[config.mk]
export PLATFORM = sky130hd
export DESIGN_NAME = vrt_front
export DESIGN_NICKNAME = d
export VERILOG_FILES = /design/src/vrt_pkg.sv /design/src/vrt_mul.sv /design/src/vrt_sqrt.sv /design/src/vrt_front.sv
export SDC_FILE = /design/constraint.sdc
export NUM_CORES = 2
export LEC_CHECK = 0
export ABC_AREA = 1
export BUFFER_PORTS_ARGS = -buffer_cell sky130_fd_sc_hd__buf_2
export CAP_MARGIN = 20
export CORE_ASPECT_RATIO = 1.1
export CORE_MARGIN = 1.5
export CORE_UTILIZATION = 57
export DETAILED_ROUTE_END_ITERATION = 10
export GPL_ROUTABILITY_DRIVEN = 0
export PLACE_DENSITY_LB_ADDON = 0.1
export REMOVE_ABC_BUFFERS = 1
export SLEW_MARGIN = 5
export SYNTH_ARGS = -nofsm -noshare
export SYNTH_HDL_FRONTEND = slang
export SYNTH_HIERARCHICAL = 1
export SYNTH_SLANG_ARGS = --single-unit
[constraint.sdc]
create_clock -name clk -period 17.2 [get_ports clk]
set_input_delay 3.44 -clock clk [delete_from_list [all_inputs] [get_ports clk]]
set_output_delay 3.44 -clock clk [all_outputs]
set_load 0.02 [all_outputs]
[src/vrt_pkg.sv]
// Shared types, constants and helper functions for the voxel ray traversal block.
// No dependencies; every other file imports this package.
package vrt_pkg;

  localparam int MAX_VOXELS_DEF    = 63;
  localparam int FRACTION_BITS_DEF = 16;

  localparam int CW  = 32;  // coordinate
  localparam int DW  = 33;  // per-axis delta magnitude
  localparam int KW  = 24;  // voxel key
  localparam int RW  = 23;  // config register
  localparam int LW  = 35;  // ray length
  localparam int SQW = 66;  // sum of squares
  localparam int AW  = 3;   // APB address

  // shared multiplier: signed MAW x unsigned MBW, MAW consumed in CHUNK-bit slices
  localparam int MAW    = 54;
  localparam int MBW    = 35;
  localparam int MPW    = 90;
  localparam int CHUNK  = 18;
  localparam int NCHUNK = MAW / CHUNK;

  localparam logic [RW-1:0] VOXEL_SIZE_RST = RW'(6554);
  localparam logic [RW-1:0] INV_SIZE_RST   = RW'(655360);

  localparam logic [3:0] FRONT_LAST_OP = 4'd8;

  localparam logic [4:0] OP_NB = 5'd0;   // boundary * size
  localparam logic [4:0] OP_PM = 5'd3;   // n_i * m_j
  localparam logic [4:0] OP_RR = 5'd9;   // n_i * length
  localparam logic [4:0] OP_MD = 5'd12;  // m_i * length
  localparam logic [4:0] OP_SM = 5'd15;  // size * m_i
  localparam logic [4:0] OP_SD = 5'd18;  // size * length

  localparam logic signed [MPW-1:0] KEY_HI = MPW'(2 ** (KW - 1) - 1);
  localparam logic signed [MPW-1:0] KEY_LO = -KEY_HI - MPW'(1);

  typedef enum logic [0:0] {
    REG_VOXEL_SIZE = 1'b0,
    REG_INV_SIZE   = 1'b1
  } reg_idx_t;

  typedef enum logic [2:0] {
    F_IDLE, F_ISSUE, F_WAIT, F_ROOT, F_ROOT_WAIT, F_PUSH
  } front_state_t;

  typedef enum logic [2:0] {
    B_IDLE, B_ISSUE, B_WAIT, B_CHECK, B_PICK, B_TEST, B_EMIT, B_END
  } back_state_t;

  typedef struct packed {
    logic signed [CW-1:0] origin_x;
    logic signed [CW-1:0] origin_y;
    logic signed [CW-1:0] origin_z;
    logic signed [CW-1:0] target_x;
    logic signed [CW-1:0] target_y;
    logic signed [CW-1:0] target_z;
  } ray_t;

  typedef struct packed {
    logic signed [KW-1:0] cell_x;
    logic signed [KW-1:0] cell_y;
    logic signed [KW-1:0] cell_z;
    logic                 cell_valid;
    logic                 ray_done;
    logic                 truncated;
  } cell_item_t;

  // classified ray handed from front to back
  typedef struct packed {
    logic                 skip;
    logic [2:0]           fin;
    logic [2:0]           neg;
    logic [2:0][CW-1:0]   org;
    logic [2:0][DW-1:0]   mag;
    logic [LW-1:0]        ray_len;
    logic [2:0][KW-1:0]   key;
    logic [2:0][KW-1:0]   key_end;
  } desc_t;

  function automatic logic [KW-1:0] clamp_key(input logic signed [MPW-1:0] v);
    logic [KW-1:0] r;
    if (v > KEY_HI) r = KEY_HI[KW-1:0];
    else if (v < KEY_LO) r = KEY_LO[KW-1:0];
    else r = v[KW-1:0];
    return r;
  endfunction

  // cross-product slots: 0:(0,1) 1:(0,2) 2:(1,0) 3:(1,2) 4:(2,0) 5:(2,1)
  function automatic logic [1:0] pair_row(input logic [2:0] k);
    return 2'(k >> 1);
  endfunction

  function automatic logic [1:0] pair_col(input logic [2:0] k);
    logic [1:0] c;
    case (k)
      3'd0: c = 2'd1;
      3'd1: c = 2'd2;
      3'd2: c = 2'd0;
      3'd3: c = 2'd2;
      3'd4: c = 2'd0;
      default: c = 2'd1;
    endcase
    return c;
  endfunction

endpackage

[src/vrt_mul.sv]
// Sequential signed x unsigned multiplier, one CHUNK-bit slice per cycle.
// Depends on vrt_pkg.
module vrt_mul import vrt_pkg::*; (
  input  logic                  clk,
  input  logic                  rst_n,
  input  logic                  start,
  input  logic signed [MAW-1:0] a,
  input  logic [MBW-1:0]        b,
  output logic                  done,
  output logic signed [MPW-1:0] p
);

  localparam int ACCW = MAW + MBW;
  localparam int PPW  = CHUNK + MBW;
  localparam int CNTW = $clog2(NCHUNK + 1);

  logic [MAW-1:0]        mag_r;
  logic                  neg_r;
  logic [MBW-1:0]        b_r;
  logic [ACCW-1:0]       acc_r;
  logic [CNTW-1:0]       cnt_r;
  logic                  busy_r, fin_r, done_r;
  logic signed [MPW-1:0] p_r;
  logic [PPW-1:0]        pp;

  assign pp = mag_r[MAW-1 -: CHUNK] * b_r;

  always_ff @(posedge clk) begin
    if (!rst_n) begin
      busy_r <= 1'b0;
      fin_r  <= 1'b0;
      done_r <= 1'b0;
      cnt_r  <= '0;
    end else begin
      done_r <= fin_r;
      fin_r  <= 1'b0;
      if (start) begin
        busy_r <= 1'b1;
        cnt_r  <= CNTW'(NCHUNK);
      end else if (busy_r) begin
        cnt_r <= cnt_r - CNTW'(1);
        if (cnt_r == CNTW'(1)) begin
          busy_r <= 1'b0;
          fin_r  <= 1'b1;
        end
      end
    end
  end

  // top slice first, so every shift is fixed
  always_ff @(posedge clk) begin
    if (start) begin
      mag_r <= a[MAW-1] ? MAW'(-a) : MAW'(a);
      neg_r <= a[MAW-1];
      b_r   <= b;
      acc_r <= '0;
    end else if (busy_r) begin
      acc_r <= (acc_r << CHUNK) + ACCW'(pp);
      mag_r <= mag_r << CHUNK;
    end
    if (fin_r) begin
      p_r <= neg_r ? -$signed({1'b0, acc_r}) : $signed({1'b0, acc_r});
    end
  end

  assign done = done_r;
  assign p    = p_r;

endmodule

[src/vrt_sqrt.sv]
// Digit-by-digit integer square root, one result bit per cycle.
// Depends on vrt_pkg.
module vrt_sqrt import vrt_pkg::*; (
  input  logic           clk,
  input  logic           rst_n,
  input  logic           start,
  input  logic [SQW-1:0] rad,
  output logic           done,
  output logic [LW-1:0]  root
);

  localparam int NP   = SQW / 2;
  localparam int RMW  = NP + 4;
  localparam int CNTW = $clog2(NP + 1);

  logic [SQW-1:0]  rad_r;
  logic [RMW-1:0]  rem_r, rem_sh, trial;
  logic [NP-1:0]   root_r;
  logic [CNTW-1:0] cnt_r;
  logic            busy_r, done_r, ge;

  always_comb begin
    rem_sh = {rem_r[RMW-3:0], rad_r[SQW-1 -: 2]};
    trial  = {{(RMW-NP-2){1'b0}}, root_r, 2'b01};
    ge     = rem_sh >= trial;
  end

  always_ff @(posedge clk) begin
    if (!rst_n) begin
      busy_r <= 1'b0;
      done_r <= 1'b0;
      cnt_r  <= '0;
    end else begin
      done_r <= 1'b0;
      if (start) begin
        busy_r <= 1'b1;
        cnt_r  <= CNTW'(NP);
      end else if (busy_r) begin
        cnt_r <= cnt_r - CNTW'(1);
        if (cnt_r == CNTW'(1)) begin
          busy_r <= 1'b0;
          done_r <= 1'b1;
        end
      end
    end
  end

  always_ff @(posedge clk) begin
    if (start) begin
      rad_r  <= rad;
      rem_r  <= '0;
      root_r <= '0;
    end else if (busy_r) begin
      rad_r  <= rad_r << 2;
      rem_r  <= ge ? rem_sh - trial : rem_sh;
      root_r <= {root_r[NP-2:0], ge};
    end
  end

  assign done = done_r;
  assign root = LW'(root_r);

endmodule

[src/vrt_front.sv]
// Front part: takes a ray, forms deltas, length and voxel keys, classifies it and queues it.
// Depends on vrt_pkg, vrt_mul and vrt_sqrt.
module vrt_front import vrt_pkg::*; #(
  parameter int FRACTION_BITS = FRACTION_BITS_DEF
) (
  input  logic          clk,
  input  logic          rst_n,
  input  logic          in_valid,
  output logic          in_ready,
  input  ray_t          in_data,
  input  logic [RW-1:0] voxel_size,
  input  logic [RW-1:0] inv_size,
  output logic          push,
  output desc_t         push_desc,
  input  logic          q_full
);

  front_state_t state_r, state_nxt;

  logic [2:0][CW-1:0] org_r, tgt_r, in_org, in_tgt;
  logic [2:0][DW-1:0] mag_r;
  logic [2:0]         neg_r, fin_r;
  logic [SQW-1:0]     sum_r;
  logic [3:0]         op_r;
  logic [5:0][KW-1:0] key_r;
  logic [LW-1:0]      len_r;
  logic signed [DW-1:0] d [3];

  logic                  mul_start, mul_done;
  logic signed [MAW-1:0] mul_a;
  logic [MBW-1:0]        mul_b;
  logic signed [MPW-1:0] mul_p, kshift;
  logic                  sq_start, sq_done;
  logic [LW-1:0]         sq_root;
  logic [2:0]            kidx;
  logic [CW-1:0]         coord;

  vrt_mul u_mul (
    .clk, .rst_n, .start(mul_start), .a(mul_a), .b(mul_b), .done(mul_done), .p(mul_p)
  );

  vrt_sqrt u_sqrt (
    .clk, .rst_n, .start(sq_start), .rad(sum_r), .done(sq_done), .root(sq_root)
  );

  always_comb begin
    in_org = {in_data.origin_z, in_data.origin_y, in_data.origin_x};
    in_tgt = {in_data.target_z, in_data.target_y, in_data.target_x};
    for (int i = 0; i < 3; i++) begin
      d[i] = $signed({in_tgt[i][CW-1], in_tgt[i]}) - $signed({in_org[i][CW-1], in_org[i]});
    end
  end

  // operand select: squares first, then the six keys
  always_comb begin
    mul_a = '0;
    mul_b = '0;
    kidx  = 3'(op_r - 4'd3);
    coord = (kidx < 3'd3) ? org_r[kidx[1:0]] : tgt_r[2'(kidx - 3'd3)];
    if (op_r < 4'd3) begin
      mul_a = $signed({{(MAW-DW){1'b0}}, mag_r[op_r[1:0]]});
      mul_b = {{(MBW-DW){1'b0}}, mag_r[op_r[1:0]]};
    end else begin
      mul_a = $signed({{(MAW-CW){coord[CW-1]}}, coord});
      mul_b = MBW'(inv_size);
    end
  end

  assign kshift = mul_p >>> (2 * FRACTION_BITS);

  always_comb begin
    state_nxt = state_r;
    case (state_r)
      F_IDLE:      if (in_valid) state_nxt = F_ISSUE;
      F_ISSUE:     state_nxt = F_WAIT;
      F_WAIT:      if (mul_done) state_nxt = (op_r == FRONT_LAST_OP) ? F_ROOT : F_ISSUE;
      F_ROOT:      state_nxt = F_ROOT_WAIT;
      F_ROOT_WAIT: if (sq_done) state_nxt = F_PUSH;
      F_PUSH:      if (!q_full) state_nxt = F_IDLE;
      default:     state_nxt = F_IDLE;
    endcase
  end

  always_comb begin
    in_ready  = state_r == F_IDLE;
    mul_start = state_r == F_ISSUE;
    sq_start  = state_r == F_ROOT;
    push      = (state_r == F_PUSH) && !q_full;
  end

  always_ff @(posedge clk) begin
    if (!rst_n) state_r <= F_IDLE;
    else        state_r <= state_nxt;
  end

  always_ff @(posedge clk) begin
    if (in_valid && in_ready) begin
      org_r <= in_org;
      tgt_r <= in_tgt;
      sum_r <= '0;
      op_r  <= '0;
      for (int i = 0; i < 3; i++) begin
        mag_r[i] <= d[i][DW-1] ? DW'(-d[i]) : DW'(d[i]);
        neg_r[i] <= d[i][DW-1];
        fin_r[i] <= d[i] != '0;
      end
    end
    if (state_r == F_WAIT && mul_done) begin
      op_r <= op_r + 4'd1;
      if (op_r < 4'd3) sum_r <= sum_r + mul_p[SQW-1:0];
      else             key_r[kidx] <= clamp_key(kshift);
    end
    if (sq_done) len_r <= sq_root;
  end

  always_comb begin
    push_desc.skip    = (len_r == '0) || ({len_r, 1'b0} < (LW+1)'(voxel_size));
    push_desc.fin     = fin_r;
    push_desc.neg     = neg_r;
    push_desc.org     = org_r;
    push_desc.mag     = mag_r;
    push_desc.ray_len = len_r;
    push_desc.key     = {key_r[2], key_r[1], key_r[0]};
    push_desc.key_end = {key_r[5], key_r[4], key_r[3]};
  end

endmodule

==> run_results.csv <==
group,metric,value,unit
cells_and_area,nNetsFinal,12940,
critical_path,r2r-start,"u_mul/b_r[22]",
cells_and_area,stdcell_count,13790,
timing,fin_ws,8.659,ns
cells_and_area,drive_gt1_frac,0.09477,
clock_tree,post-cts-setup-buffer-count,0,
global_routing,grt_pass1_wl,448300,um
placed_design,dp_worst_setup_slack,8.587,ns
synthesis,postSynthAreaPerCell,7.377,um2
detailed_routing,vias,78380,
detailed_routing,wl,299700,um
synthesis,synth_edf_count,726,
clock_tree,numCtsBuffers,107,
cells_and_area,seq_area,0.02659,mm2
die,die_h,403.9,um
clock_tree,cts.repair.resized,0,
cells_and_area,nFillCells,12990,
critical_path,critical_path_required,13.76,ns
clock_tree,cts_num_sinks,965,
synthesis,synth-seq-area-share,0.3192,
critical_path,cp_max_fo,2,
synthesis,synth.area.top_cells,"edfxtp_1 (26%), nand2_1 (16%), fa_1 (14%), inv_1 (9.8%), dfxtp_1 (5.7%)",
global_routing,grt_overflow_total,0,
placed_design,io_buffers,624,
synthesis,yosys.cell_types.count,60,
cells_and_area,area_growth,10.27,%
global_routing,grt_pass1_vias,77000,
clock_tree,htreeDepth,3,
global_routing,antenna_found_initial,16,
synthesis,synth_most_common_cell,"nand2_1",
timing,max_slew_margin,0.1846,
timing,rsz0062_at_grt,"false",
detailed_routing,dr.pass1.iters,11,
critical_path,worstSetupPathType,"in2out",
synthesis,synth_largest_area_cell,"edfxtp_1",
timing,setup_viol,0,
critical_path,cp.arrival,5.10,ns
synthesis,yosys_warnings,6,
die,fp.dieW,367.5,um
clock_tree,cts_tree,"built",
clock_tree,clk_path_buf_depth,3,
global_routing,grt_max_degree,165,
critical_path,critPathLaunchType,"input port",
synthesis,synth_common_cells,"nand2_1 (3635), inv_1 (2173), nor2_1 (859)",
die,dieArea,0.1484,mm2
synthesis,synth_top_area_frac,0.2618,
detailed_routing,drtIter0Drc,8049,
timing,finalCriticalPeriod,8.541,ns
clock_tree,cts-root-buf,"clkbuf_16",
timing,tightest_slew,1.210,ns
die,initial_core_util,0.5764,
detailed_routing,route.detailed.drc,0,
clock_tree,clk_pin_slew,0.06,ns
die,coreArea,0.1445,mm2
timing,slew_viol_final,0,
detailed_routing,avgViaCountPerCell,5.684,
cells_and_area,multiInputGateArea,0.04707,mm2
outcome,status,"finished, final reports clean",
timing,fmax,0.1171,GHz
timing,hold_slack,0.4261,ns
placed_design,placedCellCount,13570,
clock_tree,clock_latency,0.80,ns
synthesis,synth_top_flop_cell,"edfxtp_1",
synthesis,synthCells,11290,
timing,hold_viol,0,
detailed_routing,ant_nets,0,
global_routing,grt_usage,0.4005,
critical_path,cp-end-kind,"output port",
timing,period_share,0.4966,
detailed_routing,avgRoutedWirePerCell,21.74,um
critical_path,startpoint,"voxel_size[7]",
synthesis,ys_seq_elements,965,
die,rows,146,
die,pin_count,625,
synthesis,synthArstFlopShare,0,
hold_path,min_from,"u_sqrt/root_r[19]",
clock_tree,cts_hold_buf,0,
timing,finClkSkew,0.07409,ns
run,cap_violations,0,
synthesis,syn_area,0.08328,mm2
placed_design,hpwl,238000,um
hold_path,hold_class,"reg2reg",
[sequential cells by signal, indices dropped and copies added, names as in the netlist, 54 cells and up]
name          count
push_desc       339
sum_r            66
tgt_r            96
u_mul/acc_r      89
u_mul/mag_r      54
u_mul/p          90
u_sqrt/rad_r     66
[cell usage in the layout, fill, tap and decap left out, types with 19 or more instances in the layout]
master	count
o21ai_1	31
nor2_2	57
o21ai_0	303
inv_2	49
or2_2	21
inv_1	2170
edfxtp_1	726
nand3_2	19
clkbuf_16	107
buf_4	59
nand3b_1	35
nand4_1	140
a31oi_1	29
nand2_1	3635
o21bai_1	28
clkinv_1	19
nor2_1	846
a211oi_1	50
xnor2_1	73
nand2_2	43
o22ai_1	65
buf_2	624
nor3_2	19
fa_1	567
nor4_1	37
nand3_1	621
nor3_1	98
xor2_1	172
o31ai_1	30
a21oi_1	338
dfxtp_1	237
ha_1	375
[path summary, 6_finish.rpt]
check / to / slack [ns] / depth (start not counted)
worst min-delay path: len_r[19] / 0.43 / 0
worst min register to register: len_r[19] / 0.43 / 0
worst max register to register: u_mul/acc_r[87] / 10.16 / 25
worst max-delay path: push_desc[380] / 8.66 / 13
[routing by layer]
| metal | up-vias | routed length, um | GRT usage |
|---|---|---|---|
| met3 | 1427 | 27810 | 0.09323 |
| met2 | 4299 | 137400 | 0.6493 |
| met1 | 36570 | 100600 | 0.4312 |
| li1 | 36070 | - | - |
| met4 | 10 | 33860 | 0.3795 |
| met5 | - | 69 | 0 |
[logic make-up (layout without fill, tap and decap cells)]
family                     count (synthesis)  count (layout)  share of synthesized area
and+or+nand+nor                         5626            5626                     0.2801
other                                      2              20                 0.00009017
DFF                                      965             965                     0.3192
xor gates and xnor gates                 245             245                    0.02576
buffers and inverters                   2555            3113                     0.1168
adders and majority gates                943             943                     0.1928
AOI/OAI and AO/OA                        954             954                    0.06528
[worst max-delay path: stages]
cell and delay, ns:
buf_2 0.07, inv_1 0.03, ha_1 0.30, a21oi_1 0.14
o21ai_0 0.11, nand2_1 0.07, o211ai_1 0.08, a21oi_1 0.19
o21bai_1 0.12, a21oi_1 0.18, o21ai_0 0.09, o21ai_0 0.08
buf_2 0.19
[stage by stage]
step / instance area (um2) / TNS (ns) / utilization
final: 91840 / 0 / 0.6356
after CTS: 91770 / 0 / 0.6351
after global placement: 88010 / 0 / 0.6091
after global routing: 91800 / 0 / 0.6353
after detailed placement: 88010 / 0 / 0.6091
after floorplan: 81910 / -297.67 / -
[cell type report]
type | instances | share of cell area
Antenna cell | 16 | 0.0004360
Clock inverter | 79 | 0.01060
Timing Repair Buffer | 686 | 0.03943
Tap cell | 1924 | 0.02621
Sequential cell | 965 | 0.2895
Inverter | 2224 | 0.09096
Clock buffer | 124 | 0.03029
Multi-Input combinational cell | 7772 | 0.5125
Power is not shown: default switching activity piles up to over one toggle a cycle in this logic, so the estimate is an artifact.
