`config.mk`:
```
export PLATFORM = sky130hd
export DESIGN_NAME = vrt_fifo
export DESIGN_NICKNAME = d
export VERILOG_FILES = /design/src/vrt_pkg.sv /design/src/vrt_fifo.sv
export SDC_FILE = /design/constraint.sdc
export NUM_CORES = 1
export LEC_CHECK = 0
export ABC_CLOCK_PERIOD_IN_PS = 22600
export BUFFER_PORTS_ARGS = -buffer_cell sky130_fd_sc_hd__buf_2
export CORE_MARGIN = 1.5
export CORE_UTILIZATION = 30
export DETAILED_ROUTE_END_ITERATION = 8
export PLACE_DENSITY = 0.54
export SYNTH_ARGS = -nofsm -noshare
export SYNTH_HDL_FRONTEND = slang
export SYNTH_SLANG_ARGS = --single-unit
```
`constraint.sdc`:
```
create_clock -name clk -period 22.6 [get_ports clk]
set_clock_uncertainty 0.05 [all_clocks]
set_input_delay 5.65 -clock clk [delete_from_list [all_inputs] [get_ports clk]]
set_output_delay 5.65 -clock clk [all_outputs]
set_load 0.005 [all_outputs]
```
`src/vrt_pkg.sv`:
```
// Shared types, constants and helper functions for the voxel ray traversal block.
// No dependencies; every other file imports this package.
package vrt_pkg;

  localparam int MAX_VOXELS_DEF    = 63;
  localparam int FRACTION_BITS_DEF = 16;

  localparam int CW  = 32;  // coordinate
  localparam int DW  = 33;  // per-axis delta magnitude
  localparam int KW  = 24;  // voxel key
  localparam int RW  = 23;  // config register
  localparam int LW  = 35;  // ray length
  localparam int SQW = 66;  // sum of squares
  localparam int AW  = 3;   // APB address

  // shared multiplier: signed MAW x unsigned MBW, MAW consumed in CHUNK-bit slices
  localparam int MAW    = 54;
  localparam int MBW    = 35;
  localparam int MPW    = 90;
  localparam int CHUNK  = 18;
  localparam int NCHUNK = MAW / CHUNK;

  localparam logic [RW-1:0] VOXEL_SIZE_RST = RW'(6554);
  localparam logic [RW-1:0] INV_SIZE_RST   = RW'(655360);

  localparam logic [3:0] FRONT_LAST_OP = 4'd8;

  localparam logic [4:0] OP_NB = 5'd0;   // boundary * size
  localparam logic [4:0] OP_PM = 5'd3;   // n_i * m_j
  localparam logic [4:0] OP_RR = 5'd9;   // n_i * length
  localparam logic [4:0] OP_MD = 5'd12;  // m_i * length
  localparam logic [4:0] OP_SM = 5'd15;  // size * m_i
  localparam logic [4:0] OP_SD = 5'd18;  // size * length

  localparam logic signed [MPW-1:0] KEY_HI = MPW'(2 ** (KW - 1) - 1);
  localparam logic signed [MPW-1:0] KEY_LO = -KEY_HI - MPW'(1);

  typedef enum logic [0:0] {
    REG_VOXEL_SIZE = 1'b0,
    REG_INV_SIZE   = 1'b1
  } reg_idx_t;

  typedef enum logic [2:0] {
    F_IDLE, F_ISSUE, F_WAIT, F_ROOT, F_ROOT_WAIT, F_PUSH
  } front_state_t;

  typedef enum logic [2:0] {
    B_IDLE, B_ISSUE, B_WAIT, B_CHECK, B_PICK, B_TEST, B_EMIT, B_END
  } back_state_t;

  typedef struct packed {
    logic signed [CW-1:0] origin_x;
    logic signed [CW-1:0] origin_y;
    logic signed [CW-1:0] origin_z;
    logic signed [CW-1:0] target_x;
    logic signed [CW-1:0] target_y;
    logic signed [CW-1:0] target_z;
  } ray_t;

  typedef struct packed {
    logic signed [KW-1:0] cell_x;
    logic signed [KW-1:0] cell_y;
    logic signed [KW-1:0] cell_z;
    logic                 cell_valid;
    logic                 ray_done;
    logic                 truncated;
  } cell_item_t;

  // classified ray handed from front to back
  typedef struct packed {
    logic                 skip;
    logic [2:0]           fin;
    logic [2:0]           neg;
    logic [2:0][CW-1:0]   org;
    logic [2:0][DW-1:0]   mag;
    logic [LW-1:0]        ray_len;
    logic [2:0][KW-1:0]   key;
    logic [2:0][KW-1:0]   key_end;
  } desc_t;

  function automatic logic [KW-1:0] clamp_key(input logic signed [MPW-1:0] v);
    logic [KW-1:0] r;
    if (v > KEY_HI) r = KEY_HI[KW-1:0];
    else if (v < KEY_LO) r = KEY_LO[KW-1:0];
    else r = v[KW-1:0];
    return r;
  endfunction

  // cross-product slots: 0:(0,1) 1:(0,2) 2:(1,0) 3:(1,2) 4:(2,0) 5:(2,1)
  function automatic logic [1:0] pair_row(input logic [2:0] k);
    return 2'(k >> 1);
  endfunction

  function automatic logic [1:0] pair_col(input logic [2:0] k);
    logic [1:0] c;
    case (k)
      3'd0: c = 2'd1;
      3'd1: c = 2'd2;
      3'd2: c = 2'd0;
      3'd3: c = 2'd2;
      3'd4: c = 2'd0;
      default: c = 2'd1;
    endcase
    return c;
  endfunction

endpackage

```
`src/vrt_fifo.sv`:
```
// Short queue of classified rays between the front and back parts.
// Depends on vrt_pkg for the descriptor type.
module vrt_fifo import vrt_pkg::*; #(
  parameter int DEPTH = 2
) (
  input  logic  clk,
  input  logic  rst_n,
  input  logic  push,
  input  desc_t push_desc,
  output logic  full,
  input  logic  pop,
  output desc_t pop_desc,
  output logic  empty
);

  localparam int PW = (DEPTH > 1) ? $clog2(DEPTH) : 1;
  localparam int FW = $clog2(DEPTH + 1);

  desc_t          mem_r [DEPTH];
  logic [PW-1:0]  wr_r, rd_r;
  logic [FW-1:0]  fill_r;

  assign full     = fill_r == FW'(DEPTH);
  assign empty    = fill_r == '0;
  assign pop_desc = mem_r[rd_r];

  always_ff @(posedge clk) begin
    if (!rst_n) begin
      wr_r   <= '0;
      rd_r   <= '0;
      fill_r <= '0;
    end else begin
      if (push) wr_r <= (wr_r == PW'(DEPTH - 1)) ? '0 : wr_r + PW'(1);
      if (pop)  rd_r <= (rd_r == PW'(DEPTH - 1)) ? '0 : rd_r + PW'(1);
      if (push && !pop) fill_r <= fill_r + FW'(1);
      else if (pop && !push) fill_r <= fill_r - FW'(1);
    end
  end

  always_ff @(posedge clk) begin
    if (push) mem_r[wr_r] <= push_desc;
  end

endmodule

```
==> results of run 1 <==
-- registers in the layout, indices dropped and copies added (netlist names), named ones only --
register,flops
fill_r,2
mem_r,762
rd_r,1
wr_r,1
-- path summary, 6_finish.rpt --
| check | from | slack [ps] | cells after the start | endpoint |
|---|---|---|---|---|
| worst min-delay path | fill_r[1] | 480 | 2 | fill_r[1] |
| worst max-delay path | flop | 12380 | 5 | pop_desc[130] |
| worst max register to register | wr_r | 18230 | 5 | mem_r[0][284] |
| worst min register to register | fill_r[1] | 480 | 2 | fill_r[1] |
-- tightest hold or removal path: cells and delay by family, from the launching register on --
family	cells	cell delay, ps
flip-flops	1	320
AO/OA/AOI/OAI	2	150
-- cell families after synthesis --
| kind of cell | share of synthesized area |
|---|---|
| AND/OR/NAND/NOR | 0.00192 |
| buffers and inverters | 0.00988 |
| adder cells (fa/ha/maj) | 0.000447 |
| flip-flops | 0.821 |
| AO/OA/AOI/OAI | 0.000715 |
| XOR/XNOR | 0.000939 |
| multiplexers | 0.165 |
-- Yosys cell counts --
| library cell | instances |
|---|---|
| or3_1 | 1 |
| ha_1 | 1 |
| xnor2_1 | 1 |
| xor2_1 | 2 |
| nor2_1 | 1 |
| inv_1 | 1 |
| o21ai_0 | 1 |
| dfxtp_1 | 5 |
| nor2b_1 | 3 |
| mux2_4 | 90 |
| and2_1 | 4 |
| mux2_2 | 291 |
| buf_2 | 32 |
| edfxtp_1 | 762 |
| buf_6 | 10 |
| a21boi_0 | 1 |
| o21a_1 | 1 |
-- stage by stage --
step,power [W],util
3_3_place_gp,0.00200,0.361
3_5_place_dp,0.00201,0.361
6_report,0.00324,0.389
2_1_floorplan,0.00187,-
4_1_cts,0.00328,0.389
5_1_grt,0.00336,0.389
-- routing by layer --
| metal | up-vias | global-route usage | wire (um) |
|---|---|---|---|
| met5 | - | 0 | 208 |
| met4 | 34 | 0.0510 | 1750 |
| met3 | 146 | 0.0609 | 6940 |
| met2 | 595 | 0.238 | 34700 |
| met1 | 6986 | 0.134 | 23200 |
| li1 | 6512 | - | - |
-- layout make-up --
type | instances | area, um^2
multi-input cells | 397 | 4750
diodes | 18 | 45.0
fillers | 8496 | 56200
well taps | 1243 | 1560
flip-flops and latches | 767 | 23000
clock inverters | 34 | 313
inverters | 1 | 3.75
clock buffers | 112 | 2230
repair buffers | 784 | 3970
-- power groups by stage --
stage	registers [W]	clock network (W)	logic [W]
after floorplan	0.00171	0	0.000160
final	0.00167	0.00127	0.000303
after global placement	0.00170	0	0.000305
after CTS	0.00167	0.00130	0.000311
after detailed placement	0.00170	0	0.000309
after global routing	0.00167	0.00136	0.000328
==> flow_summary_export.csv, run 1 <==
group,metric,value,unit
cells_and_area,mostFrequentLayoutCells,"767 x buf_2, 762 x edfxtp_1, 291 x mux2_2, 90 x mux2_4, 85 x clkbuf_16",
global_routing,grt_pass1_vias,15300,
clock_network,clock-root-buffer,"clkbuf_16",
cells_and_area,drive_above_1_share,0.607,
worst_setup_path,critPathCaptureType,"output port",
power_and_ir_drop,p_leak,13.3,nW
job,maxCapViolCount,0,
worst_setup_path,startpoint_type,"flop",
power_and_ir_drop,sw_frac_of_total,0.216,
power_and_ir_drop,internal-power,0.00254,W
worst_setup_path,cp_top_family,"buffers and inverters",
placement,dp.cells,3192,
floorplan,die-area,95200,um^2
logic_synthesis,syn_area_per_cell,23.2,um^2
worst_setup_path,worst-path-buf-inv,4,
floorplan,start_util,0.304,
clock_network,numCtsBuffers,82,
detailed_routing,wirelength,66800,um
global_routing,overflow,0,
logic_synthesis,synth_top_area_frac,0.817,
placement,dpl_worst_slack,12690,ps
global_routing,antenna_found_initial,39,
logic_synthesis,syn_inst,1207,
detailed_routing,vias,14300,
power_and_ir_drop,p_per_area,90.3,nW/um^2
worst_setup_path,max_stage_delay,830,ps
worst_setup_path,cp_slowest_cell,"buf_4",
worst_setup_path,worstPathMaxFanout,72,
detailed_routing,drt_iter0_drc,885,
min_path,hold_path_class,"flop to flop",
global_routing,grt_max_degree,76,
sta,worst_slack,12380,ps
logic_synthesis,ys_seq_area_frac,0.821,
clock_network,ctsHoldBuffers,0,
cells_and_area,nets,2419,
logic_synthesis,synth-seq-cells,767,
detailed_routing,vias_per_cell,4.25,
sta,grt_setup_unrepaired,"false",
sta,finalSetupViolations,0,
sta,slew_headroom,0.276,
placement,routabilityCongestion,0.829,
cells_and_area,final_cell_count_no_fill,3356,
sta,whs,480,ps
floorplan,die_h,309,um
placement,place.port_buffers,767,
clock_network,clk_latency,630,ps
logic_synthesis,yosys.cell_types.count,17,
detailed_routing,detail_route.wl_per_cell,19.9,um
status,status,"finished, final reports clean",
cells_and_area,syn2layout_area_growth,28.0,%
sta,hold_viol,0,
worst_setup_path,worst_ep_arrival_time,4520,ps
clock_network,ctsResizeCount,0,
clock_network,cts.sinks,767,
cells_and_area,final_common_cell,"buf_2",
logic_synthesis,yosysTopAreaCell,"edfxtp_1",
floorplan,die_w,309,um
logic_synthesis,ys_warn_count,0,
placement,dp_hpwl,47500,um
power_and_ir_drop,pwr-share-seq,0.515,
worst_setup_path,cpMostUsedCell,"buf_4",
detailed_routing,remaining_drc_errors,0,
clock_network,clockBufferDepth,3,
sta,finalCritPeriodShare,0.452,
power_and_ir_drop,p_sw,0.000698,W
logic_synthesis,syn_nets,1593,
logic_synthesis,netlist_area,28000,um^2
global_routing,grt_use_total,0.133,
sta,worst_slew_pin_slew,1090,ps
power_and_ir_drop,peakVddDrop,0.0701,mV
sta,period_needed,10220,ps
floorplan,core-area,92100,um^2
worst_setup_path,crit_required,16900,ps
clock_network,postCtsSetupBuffers,0,
clock_network,cts_max_level,3,
floorplan,placementRows,111,
placement,dpl-instance-area,33300,um^2
global_routing,grt_pass1_wl,93900,um
clock_network,cts_tree,"built",
power_and_ir_drop,combPwrFrac,0.094,
detailed_routing,antenna_left,0,
worst_setup_path,crit_chain,"buf_4 -> buf_4 -> buf_4 -> mux2_2 -> buf_2",
worst_setup_path,path_class,"flop to output port",
clock_network,clk_pin_slew_worst_paths,60,ps
sta,clock.fmax,97.9,MHz
detailed_routing,dr.pass1.iters,4,
sta,setup_tns,0,ps
sta,slew_violations,0,
floorplan,io_pins,768,
power_and_ir_drop,clock_power_share,0.391,
logic_synthesis,synth_area_leaders,"edfxtp_1 82%, mux2_2 12%, mux2_4 4.8%",
cells_and_area,final_area,35800,um^2
Power figures use the tool's default switching activity.
==> run 2, diff against run 1 <==
--- a/config.mk
+++ b/config.mk
@@ -5,12 +5,13 @@
 export SDC_FILE = /design/constraint.sdc
 export NUM_CORES = 1
 export LEC_CHECK = 0
-export ABC_CLOCK_PERIOD_IN_PS = 22600
+export ABC_AREA = 1
+export ABC_CLOCK_PERIOD_IN_PS = 10100
 export BUFFER_PORTS_ARGS = -buffer_cell sky130_fd_sc_hd__buf_2
 export CORE_MARGIN = 1.5
 export CORE_UTILIZATION = 30
 export DETAILED_ROUTE_END_ITERATION = 8
-export PLACE_DENSITY = 0.54
+export PLACE_DENSITY = 0.53
 export SYNTH_ARGS = -nofsm -noshare
 export SYNTH_HDL_FRONTEND = slang
 export SYNTH_SLANG_ARGS = --single-unit
==> constraint.sdc (replaced) <==
create_clock -name clk -period 10.1 [get_ports clk]
set_clock_uncertainty 0.05 [all_clocks]
set_input_delay 2.525 -clock clk [delete_from_list [all_inputs] [get_ports clk]]
set_output_delay 2.525 -clock clk [all_outputs]
set_load 0.005 [all_outputs]
==> run 2 against run 1 <==
  * Non-clock buffer count is 6 lower
  * Sequential power grew 120%
  * Total power rose by 130%
  * Combinational power rose by 100%
  * Final area is 0.46% higher
  * Synthesized cell count rose by 1.1%
  * Routed wire length grew 0.12%
  * Flip-flop and latch count unchanged
  * First-iteration DRC count is 14% higher
  * Critical path type unchanged
  * Largest power group unchanged
  * Highest routed layer unchanged
==> flow_summary_export.csv, run 2 <==
group,metric,value,unit
worst_setup_path,crit_chain,"buf_12 -> buf_4 -> mux2_2 -> buf_2",
sta,slew_violations,0,
sta,finalSetupViolations,0,
clock_network,cts_tree,"built",
cells_and_area,final_common_cell,"buf_2",
logic_synthesis,syn_area_per_cell,23.0,um^2
worst_setup_path,worst_ep_arrival_time,3380,ps
logic_synthesis,synth_area_leaders,"edfxtp_1 82%, mux2_2 12%, mux2_4 4.8%",
power_and_ir_drop,peakVddDrop,0.151,mV
global_routing,grt_pass1_vias,15400,
logic_synthesis,synth-seq-cells,767,
clock_network,clk_pin_slew_worst_paths,60,ps
power_and_ir_drop,p_leak,13.5,nW
power_and_ir_drop,p_sw,0.00157,W
clock_network,postCtsSetupBuffers,0,
detailed_routing,drt_iter0_drc,1006,
min_path,hold_path_class,"flop to flop",
placement,routabilityCongestion,0.808,
sta,period_needed,5960,ps
clock_network,clock-root-buffer,"clkbuf_16",
logic_synthesis,syn_nets,1606,
worst_setup_path,worstPathMaxFanout,135,
logic_synthesis,synth_most_common_cell,"edfxtp_1",
status,status,"finished, final reports clean",
global_routing,overflow,0,
logic_synthesis,synthFlopType,"edfxtp_1",
detailed_routing,antenna_left,0,
power_and_ir_drop,finalPower,0.00733,W
global_routing,grt_pass1_wl,94800,um
sta,clock.fmax,168,MHz
detailed_routing,remaining_drc_errors,0,
power_and_ir_drop,sw_frac_of_total,0.215,
cells_and_area,largest_registers,"mem_r (762), fill_r (2)",
power_and_ir_drop,p_per_area,203,nW/um^2
logic_synthesis,synth-edff-count,762,
worst_setup_path,startpoint_type,"flop",
job,maxCapViolCount,0,
cells_and_area,syn2layout_area_growth,28.6,%
cells_and_area,drive_above_1_share,0.607,
power_and_ir_drop,clock_power_share,0.406,
logic_synthesis,ys_warn_count,0,
sta,slew_headroom,0.153,
clock_network,clk_latency,640,ps
detailed_routing,dr.pass1.iters,4,
worst_setup_path,cp_slowest_cell,"dfxtp_4",
cells_and_area,nets,2428,
floorplan,die-area,95200,um^2
floorplan,placementRows,111,
global_routing,grt_use_total,0.134,
sta,worst_slack,4140,ps
sta,finalCritPeriodShare,0.590,
detailed_routing,detail_route.wl_per_cell,19.9,um
logic_synthesis,synth_top_area_frac,0.817,
logic_synthesis,ys_seq_area_frac,0.820,
worst_setup_path,critPathCaptureType,"output port",
logic_synthesis,netlist_area,28000,um^2
floorplan,core-area,92100,um^2
sta,hold_viol,0,
cells_and_area,largest_reg_flops,762,
sta,setup_tns,0,ps
global_routing,grt_max_degree,151,
logic_synthesis,yosys.cell_types.count,14,
logic_synthesis,syn_inst,1220,
power_and_ir_drop,pwr-share-seq,0.510,
sta,grt_setup_unrepaired,"false",
placement,dpl_worst_slack,4790,ps
logic_synthesis,synthArstFlopShare,0,
clock_network,ctsResizeCount,0,
floorplan,die_w,309,um
placement,dpl-instance-area,33300,um^2
detailed_routing,vias_per_cell,4.29,
worst_setup_path,path_class,"flop to output port",
clock_network,clockBufferDepth,3,
detailed_routing,wirelength,66800,um
floorplan,io_pins,768,
clock_network,numCtsBuffers,84,
floorplan,die_h,309,um
placement,place.port_buffers,767,
cells_and_area,mostFrequentLayoutCells,"767 x buf_2, 762 x edfxtp_1, 291 x mux2_2, 90 x mux2_4, 87 x clkbuf_16",
clock_network,cts.sinks,767,
cells_and_area,top_register,"mem_r",
cells_and_area,post-route-util,0.391,
power_and_ir_drop,combPwrFrac,0.084,
detailed_routing,vias,14400,
clock_network,cts_max_level,3,
logic_synthesis,synth_common_cells,"762 x edfxtp_1, 291 x mux2_2, 90 x mux2_4, 32 x buf_2, 10 x buf_6",
worst_setup_path,crit_required,7530,ps
cells_and_area,final_area,36000,um^2
placement,dp_hpwl,46100,um
sta,worst_slew_pin_slew,1270,ps
worst_setup_path,max_stage_delay,750,ps
logic_synthesis,yosysTopAreaCell,"edfxtp_1",
global_routing,antenna_found_initial,27,
floorplan,start_util,0.304,
power_and_ir_drop,internal-power,0.00575,W
clock_network,ctsHoldBuffers,0,
-- run 2: cell count changes in the layout (fill, tap and decap cells not counted), moves of 6 or more --
| cell | delta |
|---|---|
| buf_4 | -13 |
| clkbuf_1 | -11 |
| clkinv_2 | +10 |
| diode_2 | -8 |
| nand2_1 | +8 |
| buf_12 | +7 |
| nor2_1 | +7 |
| inv_1 | +6 |
-- run 2: final timing paths --
check,from,to,slack [ps],cells past startpoint
worst min register to register,rd_r,rd_r,470,2
worst max register to register,wr_r,mem_r[1][119],7140,4
worst max-delay path,flop,pop_desc[100],4140,4
worst min-delay path,rd_r,rd_r,470,2
-- run 2: area by class of cell --
| class | count | area (um^2) |
|---|---|---|
| antenna | 10 | 25.0 |
| clock buffer | 103 | 2240 |
| clock inverter | 49 | 435 |
| fill | 8571 | 56100 |
| inverter | 8 | 33.8 |
| multi-input combinational | 403 | 4730 |
| sequential | 767 | 23000 |
| tap | 1243 | 1560 |
| timing repair buffer | 778 | 4010 |
-- run 2: logic make-up after synthesis --
family	after synthesis	synth area share
fa+ha+maj	1	0.000447
simple gates	19	0.00268
flops	767	0.820
compound gates	2	0.000357
buf+inv	50	0.0108
mux	381	0.165
-- run 2: critical path: cells and delay by family (launching register included) --
family	cells	cell delay, ps
muxes	1	390
buffers and inverters	3	1200
DFF	1	750
-- run 2: per-layer routing --
| metal | track usage | wire length, um |
|---|---|---|
| met1 | 0.133 | 23000 |
| met2 | 0.242 | 34800 |
| met3 | 0.0636 | 7120 |
| met4 | 0.0477 | 1760 |
| met5 | 0 | 197 |
-- run 2: per-stage QoR --
| stage | cells | hold WS (ps) |
|---|---|---|
| floorplan | 1220 | 413 |
| global placement | 3199 | 430 |
| detailed placement | 3199 | 461 |
| CTS | 3351 | 476 |
| global route | 3359 | 540 |
| finish | 3361 | 470 |
-- run 2: power groups by stage --
stage | logic [W] | clock network, W | registers (W)
finish | 0.000616 | 0.00297 | 0.00374
global route | 0.000668 | 0.00317 | 0.00375
CTS | 0.000631 | 0.00306 | 0.00374
detailed placement | 0.000628 | 0 | 0.00380
global placement | 0.000618 | 0 | 0.00380
floorplan | 0.000311 | 0 | 0.00382
